--- config.mk ---
export PLATFORM = sky130hd
export DESIGN_NAME = dupf_hash
export DESIGN_NICKNAME = d
export VERILOG_FILES = /design/src/dupf_pkg.sv /design/src/dupf_hash.sv
export SDC_FILE = /design/constraint.sdc
export NUM_CORES = 2
export LEC_CHECK = 0
export BUFFER_PORTS_ARGS = -buffer_cell sky130_fd_sc_hd__buf_2
export CORE_MARGIN = 3
export CORE_UTILIZATION = 40
export DETAILED_ROUTE_END_ITERATION = 12
export HOLD_SLACK_MARGIN = 0.03
export PLACE_DENSITY = 0.62
export SYNTH_ARGS = -nofsm -noshare
export SYNTH_HDL_FRONTEND = slang
export SYNTH_SLANG_ARGS = --single-unit
--- constraint.sdc ---
create_clock -name clk -period 10.7 [get_ports clk]
set_input_delay 1.605 -clock clk [delete_from_list [all_inputs] [get_ports clk]]
set_output_delay 1.605 -clock clk [all_outputs]
set_load 0.02 [all_outputs]
--- src/dupf_pkg.sv ---
package dupf_pkg;

  localparam int ID_W              = 64;
  localparam int TIME_W            = 63;
  localparam int LINK_W            = 8;
  localparam int DEF_TABLE_ENTRIES = 4096;

  localparam logic [TIME_W-1:0] DEFAULT_WINDOW = 63'd500000000;

  // splitmix64 finalizer
  localparam logic [63:0] MIX_C1 = 64'hbf58476d1ce4e5b9;
  localparam logic [63:0] MIX_C2 = 64'h94d049bb133111eb;
  localparam int          MIX_S1 = 30;
  localparam int          MIX_S2 = 27;
  localparam int          MIX_S3 = 31;

  typedef enum logic [1:0] {
    VERDICT_INVALID   = 2'd0,
    VERDICT_ACCEPT    = 2'd1,
    VERDICT_DUPLICATE = 2'd2,
    VERDICT_COLLISION = 2'd3
  } verdict_t;

  typedef enum logic [2:0] {
    ST_IDLE,
    ST_HASH,
    ST_LOOKUP,
    ST_EMIT
  } flt_state_t;

  typedef enum logic [1:0] {
    HS_IDLE,
    HS_MIX,
    HS_MOD
  } hash_state_t;

  typedef struct packed {
    logic [ID_W-1:0]   ident;
    logic [TIME_W-1:0] first_t;
    logic [TIME_W-1:0] last_t;
    logic [LINK_W-1:0] links;
  } entry_t;

  typedef struct packed {
    verdict_t          verdict;
    logic [TIME_W-1:0] first_seen;
    logic [TIME_W-1:0] delay;
    logic [LINK_W-1:0] links;
  } result_t;

endpackage

--- src/dupf_hash.sv ---
module dupf_hash
  import dupf_pkg::*;
#(
  parameter int  TABLE_ENTRIES = DEF_TABLE_ENTRIES,
  localparam int IdxW          = $clog2(TABLE_ENTRIES)
) (
  input  logic            clk,
  input  logic            rst_n,
  input  logic            start,
  input  logic [ID_W-1:0] key,
  output logic            done,
  output logic [IdxW-1:0] index
);

  localparam bit IsPow2 = (TABLE_ENTRIES & (TABLE_ENTRIES - 1)) == 0;
  // quotient estimate from this reciprocal is low by at most one
  localparam logic [31:0] Recip   = 32'(64'h1_0000_0000 / 64'(TABLE_ENTRIES));
  localparam logic [31:0] Modulus = 32'(TABLE_ENTRIES);

  hash_state_t hstate_r, hstate_nxt;
  logic [2:0]      step_r;
  logic [63:0]     opnd_r;
  logic [63:0]     acc_r;
  logic [71:0]     mix_r;     // zero-padded on top to six 12-bit digits
  logic [IdxW-1:0] rem_r;
  logic [2:0]      digcnt_r;
  logic            mph_r;
  logic [31:0]     v_r;
  logic [31:0]     q_r;
  logic            done_r;
  logic [IdxW-1:0] idx_r;

  logic [1:0]      sub;
  logic            use_c2;
  logic            in_mod;
  logic [63:0]     cnst;
  logic [31:0]     a32;
  logic [31:0]     b32;
  logic [63:0]     prod;
  logic [63:0]     mix_fin;
  logic [31:0]     v32;
  logic [31:0]     rem_est;
  logic [31:0]     rem_fix;

  // step[1:0]: 0 lo*lo, 1 lo*hi, 2 hi*lo, 3 xor-shift; step[2] selects second constant
  assign sub     = step_r[1:0];
  assign use_c2  = step_r[2];
  assign in_mod  = (hstate_r == HS_MOD);
  assign cnst    = use_c2 ? MIX_C2 : MIX_C1;
  // remainder: two multiplier passes per digit, reciprocal then quotient times size
  assign v32     = 32'({rem_r, mix_r[71:60]});
  assign a32     = in_mod ? (mph_r ? q_r : v32) :
                   ((sub == 2'd2) ? opnd_r[63:32] : opnd_r[31:0]);
  assign b32     = in_mod ? (mph_r ? Modulus : Recip) :
                   ((sub == 2'd1) ? cnst[63:32] : cnst[31:0]);
  assign prod    = 64'(a32) * 64'(b32);
  assign mix_fin = acc_r ^ (acc_r >> MIX_S3);

  // estimate stays below twice the table size, one subtract finishes it
  assign rem_est = v_r - prod[31:0];
  assign rem_fix = (rem_est >= Modulus) ? rem_est - Modulus : rem_est;

  always_comb begin
    hstate_nxt = hstate_r;
    unique case (hstate_r)
      HS_IDLE: begin
        if (start) hstate_nxt = HS_MIX;
      end
      HS_MIX: begin
        if (step_r == 3'd7) hstate_nxt = IsPow2 ? HS_IDLE : HS_MOD;
      end
      HS_MOD: begin
        if (mph_r && (digcnt_r == 3'd5)) hstate_nxt = HS_IDLE;
      end
      default: hstate_nxt = HS_IDLE;
    endcase
  end

  always_ff @(posedge clk) begin
    if (!rst_n) begin
      hstate_r <= HS_IDLE;
      done_r   <= 1'b0;
    end else begin
      hstate_r <= hstate_nxt;
      done_r   <= ((hstate_r == HS_MIX) && (step_r == 3'd7) && IsPow2) ||
                  (in_mod && mph_r && (digcnt_r == 3'd5));
    end
  end

  always_ff @(posedge clk) begin
    unique case (hstate_r)
      HS_IDLE: begin
        step_r <= 3'd0;
        if (start) opnd_r <= key ^ (key >> MIX_S1);
      end
      HS_MIX: begin
        step_r <= step_r + 3'd1;
        unique case (sub)
          2'd0: acc_r <= prod;
          2'd1,
          2'd2: acc_r <= acc_r + {prod[31:0], 32'h0};
          2'd3: begin
            if (!use_c2) begin
              opnd_r <= acc_r ^ (acc_r >> MIX_S2);
            end else begin
              mix_r    <= {8'h00, mix_fin};
              rem_r    <= '0;
              digcnt_r <= '0;
              mph_r    <= 1'b0;
              idx_r    <= mix_fin[IdxW-1:0];
            end
          end
          default: acc_r <= acc_r;
        endcase
      end
      HS_MOD: begin
        mph_r <= !mph_r;
        if (!mph_r) begin
          v_r <= v32;
          q_r <= prod[63:32];
        end else begin
          rem_r    <= rem_fix[IdxW-1:0];
          mix_r    <= {mix_r[59:0], 12'h000};
          digcnt_r <= digcnt_r + 3'd1;
          if (digcnt_r == 3'd5) idx_r <= rem_fix[IdxW-1:0];
        end
      end
      default: step_r <= 3'd0;
    endcase
  end

  assign done  = done_r;
  assign index = idx_r;

endmodule

======== Word level (Yosys, flattened, before mapping) ========
Cells that the tools add are included.
cells by class
  add/subtract/negate cells ............... 5
  $mul .................................... 1
  $lt $le $gt $ge ......................... 1
  equality and inequality tests ........... 15
  multiplexer cells ....................... 38
  bitwise logic cells ..................... 4
  reductions and logical operators ........ 19
operators by type and width
  operator                                                             count
  case mux 64 bit (2 select lines)                                     2
  two-way mux 72 bit                                                   3
  two-way mux 64 bit                                                   3
  two-way mux 32 bit                                                   5
  case mux 72 bit (2 select lines)                                     1
  two-way mux 12 bit                                                   8
  adder 64 bit                                                         1
  multiplier 32 x 32 -> 64 bit                                         1
  XOR 64 x 33 -> 64 bit                                                1
  XOR 64 x 34 -> 64 bit                                                1
  XOR 64 x 37 -> 64 bit                                                1
  two-way mux 62 bit                                                   1
  case mux 12 bit (2 select lines)                                     2
  greater-or-equal comparator 32 x 13 -> 1 bit, second input constant  1
  subtractor 24 x 32 -> 32 bit                                         1
  two-way mux 21 bit                                                   1
  case mux 3 bit (2 select lines)                                      2
  subtractor 12 x 1 -> 12 bit, second input constant                   1
  inequality test 2 bit, second input constant                         5
  two-way mux 3 bit                                                    3
  AND reduction 4 bit                                                  2
  adder 3 x 1 -> 3 bit, second input constant                          2
  equality test 2 bit, second input constant                           3
  equality test 3 bit, second input constant                           2
  16 further kinds                                                     30
storage, ports and cells
  flip-flop bits (word level) ............. 290
  input port bits ......................... 67
  output and inout port bits .............. 13
  word-level logic and storage cells ...... 95

======== Logic depth before layout (Yosys ltp) ========
  word-level depth ........................ 10
  depth in mapped cells ................... 43
  depth with buffers taken out ............ 39

======== Least setup slack after synthesis ========
OpenSTA, ideal clock, no wires.
  kind .................................... register -> register
  start ................................... reg step_r[0]
  end ..................................... reg acc_r[61], data pin
  library setup time ...................... 0.271 ns
  arrival time ............................ 9.440 ns
  required time ........................... 10.429 ns
  path slack .............................. 0.989 ns
  cell stages (with the launch flop) ...... 37
  buffers on the path ..................... 3
  period minus slack after synthesis ...... 9.711 ns
  cells stage by stage .................... dfxtp_1 -> inv_1 -> ha_1 -> clkbuf_1 -> clkbuf_1 -> buf_2 -> mux2i_1 -> inv_1 -> nand2_1 -> o21ai_0 -> fa_1 -> fa_1 -> fa_1 -> inv_1 -> fa_1 -> inv_1 -> fa_1 -> fa_1 -> fa_1 -> fa_1 -> ha_1 -> a21oi_1 -> o21ai_0 -> a21oi_1 -> a21boi_0 -> xnor2_1 -> ha_1 -> a21o_1 -> a21o_1 -> a21oi_1 -> nor2_1 -> a211oi_1 -> o41ai_2 -> a21o_1 -> a21oi_1 -> xor2_1 -> o221ai_1
between the ends
  cells in the longest elaborated chain, start to end .. 6
  elaborated cells on any way between the ends .. 11
  classes of those cells .................. add/sub (1); mul (1); eq/ne (2); mux (5); reduce/logical (2)
RTL lines
  element                                                                     line                                               text
  start, declared                                                             dupf_hash.sv:21                                    logic [2:0] step_r;
  start signal, assigned                                                      dupf_hash.sv:97                                    step_r <= step_r + 3'd1;
  equality test 2 bit / equality test 2 x 1 -> 1 bit (equally long branches)  dupf_hash.sv:53, dupf_hash.sv:98, dupf_hash.sv:55
  two-way mux 32 bit, on equally long branches                                dupf_hash.sv:53, dupf_hash.sv:55
  two-way mux 32 bit, on equally long branches                                dupf_hash.sv:52, dupf_hash.sv:54
  multiplier 32 x 32 -> 64 bit                                                dupf_hash.sv:56                                    assign prod = 64'(a32) * 64'(b32);
  adder 64 bit                                                                dupf_hash.sv:101                                   2'd2: acc_r <= acc_r + {prod[31:0], 32'h0};
  case mux 64 bit (2 select lines) *                                          dupf_hash.sv:98                                    unique case (sub)
  end signal, assigned                                                        dupf_hash.sv:99                                    2'd0: acc_r <= prod;
  end signal, assigned                                                        dupf_hash.sv:101
  end signal, assigned                                                        dupf_hash.sv:113                                   default: acc_r <= acc_r;
  end, declared                                                               dupf_hash.sv:23                                    logic [63:0] acc_r;
Every way passes the cells marked *; elsewhere a longest branch is shown, timed or not.
A chain may end at the register's enable or synchronous reset.

======== Final worst setup path ========
Ends and elaborated chain as after synthesis.

==> flow_metrics.py <==
metrics = {
    "logic_synthesis": {
        "yosys.area.top_type": "fa_1",
        "ys_ff_latch": 145,
        "synth_ff_type": "edfxtp_1",
        "avgSynthCellArea_sq_um": 9.969,
        "synth_cell_type_count": 75,
        "syn_inst": 3736,
        "synth_nets": 4996,
        "async_flop_share_pct": 0,
        "yosys-top-cells-area": "fa_1 (44%), ha_1 (12%), edfxtp_1 (11%), inv_1 (9.6%), nor2_1 (3.0%)",
        "synth_top_area_share_pct": 44.24,
        "syn_area_sq_um": 37240,
        "ys_seq_area_share_pct": 11.56,
        "synth-edff-count": 140,
        "yosysWarnings": 0,
    },
    "global_route": {
        "grt_pass1_wl_um": 188300,
        "grt_start_max_net_pins": 108,
        "globalRoute.busiestLayer": "met2",
        "grt_pass1_vias": 28130,
        "grt-ovfl-total": 0,
        "met2_usage_pct": 40.73,
        "grtUsageMet1_pct": 38.87,
        "grt_util_met3_pct": 3.397,
        "grt_util_all_layers_pct": 26.46,
        "antenna_found_initial": 3,
    },
    "min_path": {
        "hold_start": "hstate_r[0]",
        "hold_path_class": "flop to flop",
    },
    "sta": {
        "drv_slew": 0,
        "tns_ns": 0,
        "hold_viol_final": 0,
        "rsz0062_at_grt": "false",
        "min_period_ns": 10.23,
        "worst-slew-pin-transition_ns": 1.205,
        "finalCritPeriodShare_pct": 95.65,
        "setup_viol": 0,
        "max_slew_margin_pct": 19.68,
        "fmaxAchievable_mhz": 97.71,
        "skew_ns": 0.01137,
    },
    "clock_network": {
        "cts_resized": 0,
        "htreeDepth": 4,
        "cts-root-buf": "clkbuf_16",
        "cts_setup_buffers": 0,
        "ctsHoldBuffers": 0,
        "cts.sinks": 145,
        "clk_latency_ns": 0.43,
        "clk_path_buf_depth": 2,
        "cts_tree": "done",
        "numCtsBuffers": 17,
        "clk_pin_slew_ns": 0.07,
    },
    "worst_setup_path": {
        "endpoint_kind": "flop",
        "critical_path.reg2reg.startpoint": "step_r[0]",
        "max_stage_delay_ns": 0.59,
        "critPathLaunch": "step_r[0]",
        "crit_arrival_ns": 10.37,
        "crit_slowest_cell": "o31ai_1",
        "cp.required_ns": 10.84,
        "cpMostUsedCell": "fa_1",
        "cp_max_fo": 11,
        "startpoint_type": "flop",
        "critPathKind": "flop to flop",
    },
    "finish": {
        "syn_to_final_growth_pct": 8.073,
        "fill_cells": 9041,
        "final_cell_mix": "inv_1 (948), fa_1 (823), ha_1 (367)",
        "fin_nets": 5096,
        "final_common_cell": "inv_1",
        "drive_above_1_share_pct": 7.638,
    },
    "floorplanning": {
        "chipHeight_um": 311.1,
        "core_area_sq_um": 91940,
        "io_pins": 80,
        "row_count": 111,
        "die_area_sq_um": 96810,
        "die_w_um": 311.1,
        "start_util_pct": 40.51,
    },
    "routing": {
        "first_iter_violations": 2847,
        "drt_pass1_iterations": 6,
        "viasPerCell": 5.285,
        "wl_um": 126600,
        "wl_per_cell_um": 24.85,
        "num_vias": 26910,
        "ant_nets": 0,
        "drcViolationCount": 0,
    },
    "placement": {
        "portBuffers": 79,
        "gp_congestion": 1.026,
        "dp_hpwl_um": 112700,
    },
    "job": {
        "cap_viol_max_count": 0,
    },
    "outcome": {
        "outcome": "complete, no violations",
    },
}
cell type report:
cell class                      count  area, sq um  share of cell area, %
Clock inverter                     14        163.9                 0.4072
Antenna cell                        1        2.502               0.006217
Timing Repair Buffer              177         1156                  2.872
Tap cell                         1243         1555                  3.864
Sequential cell                   145         4309                  10.71
Multi-Input combinational cell   2543        29050                  72.18
Clock buffer                       18        439.2                  1.091
Inverter                          952         3573                  8.878
synthesized netlist by cell type, drive strengths merged (4+ instances only):
cell type and n:
and2 43, or2 5, a211o 7, nor3 20
o211ai 4, nor2 296, o21ai 127, nand2b 33
a21o 65, clkbuf 77, a31oi 7, ha 370
dfxtp 5, o21bai 14, or3 4, o31ai 9
o21a 9, nand4 22, edfxtp 140, nand2 241
xor2 82, nor2b 18, inv 949, mux2 44
and3 11, o22ai 13, xnor2 88, fa 823
a21boi 4, a21oi 106, a211oi 11, nand3 17
mux2i 16, buf 19
state kept, by name (all words and copies together) (netlist names):
signal	cells
acc_r	64
index	12
step_r	3
opnd_r	64
done	1
hstate_r	1
worst max-delay path, delay by kind of cell (launching register included):
kind	cells	cell delay, ns
adder cells (fa/ha/maj)	11	4.88
AO/OA/AOI/OAI	9	2.13
buffers and inverters	7	1.15
XOR/XNOR	2	0.58
multiplexers	1	0.46
flip-flops	1	0.37
AND/OR/NAND/NOR	4	0.36
stage by stage:
| step | hold slack (ns) | instances | area, sq um | util (%) | worst slack, ns |
|---|---|---|---|---|---|
| 3_5_place_dp | 0.5078 | 5060 | 39620 | 43.10 | 0.2540 |
| 3_3_place_gp | 0.5041 | 5060 | 39620 | 43.10 | 0.3450 |
| 2_1_floorplan | 0.4550 | 3736 | 37240 | - | 0.9891 |
| 4_1_cts | 0.5234 | 5092 | 40230 | 43.75 | 0.1870 |
| 5_1_grt | 0.5485 | 5092 | 40250 | 43.78 | 0.01085 |
| 6_report | 0.5143 | 5093 | 40250 | 43.78 | 0.4656 |
kinds of logic (layout without fill, tap and decap cells):
kind of cell	after synthesis	count (layout)	synth area share, %
AOI/OAI and AO/OA	403	403	7.055
xor gates and xnor gates	170	170	3.998
adders and majority gates	1193	1193	56.67
buffers and inverters	1048	1161	10.59
DFF	145	145	11.56
muxes	60	60	1.760
other	0	1	0
and+or+nand+nor	717	717	8.372
path summary, 6_finish.rpt:
check | depth (start not counted) | to | slack (ns)
setup / recovery | 34 | acc_r[61] | 0.47
hold / removal | 2 | hstate_r[0] | 0.51
setup reg to reg | 34 | acc_r[61] | 0.47
hold reg to reg | 2 | hstate_r[0] | 0.51
routing by layer:
metal	vias up	routed length, um	share of wire [%]
met5	-	0	0
met4	0	5021	4.0
met3	224	9704	7.7
met2	1248	56720	45
met1	13810	55110	44
li1	11630	-	-
Power is left out: the tool's default activity adds up to more than one toggle a clock period on the data nets, which glitch-free logic cannot reach.
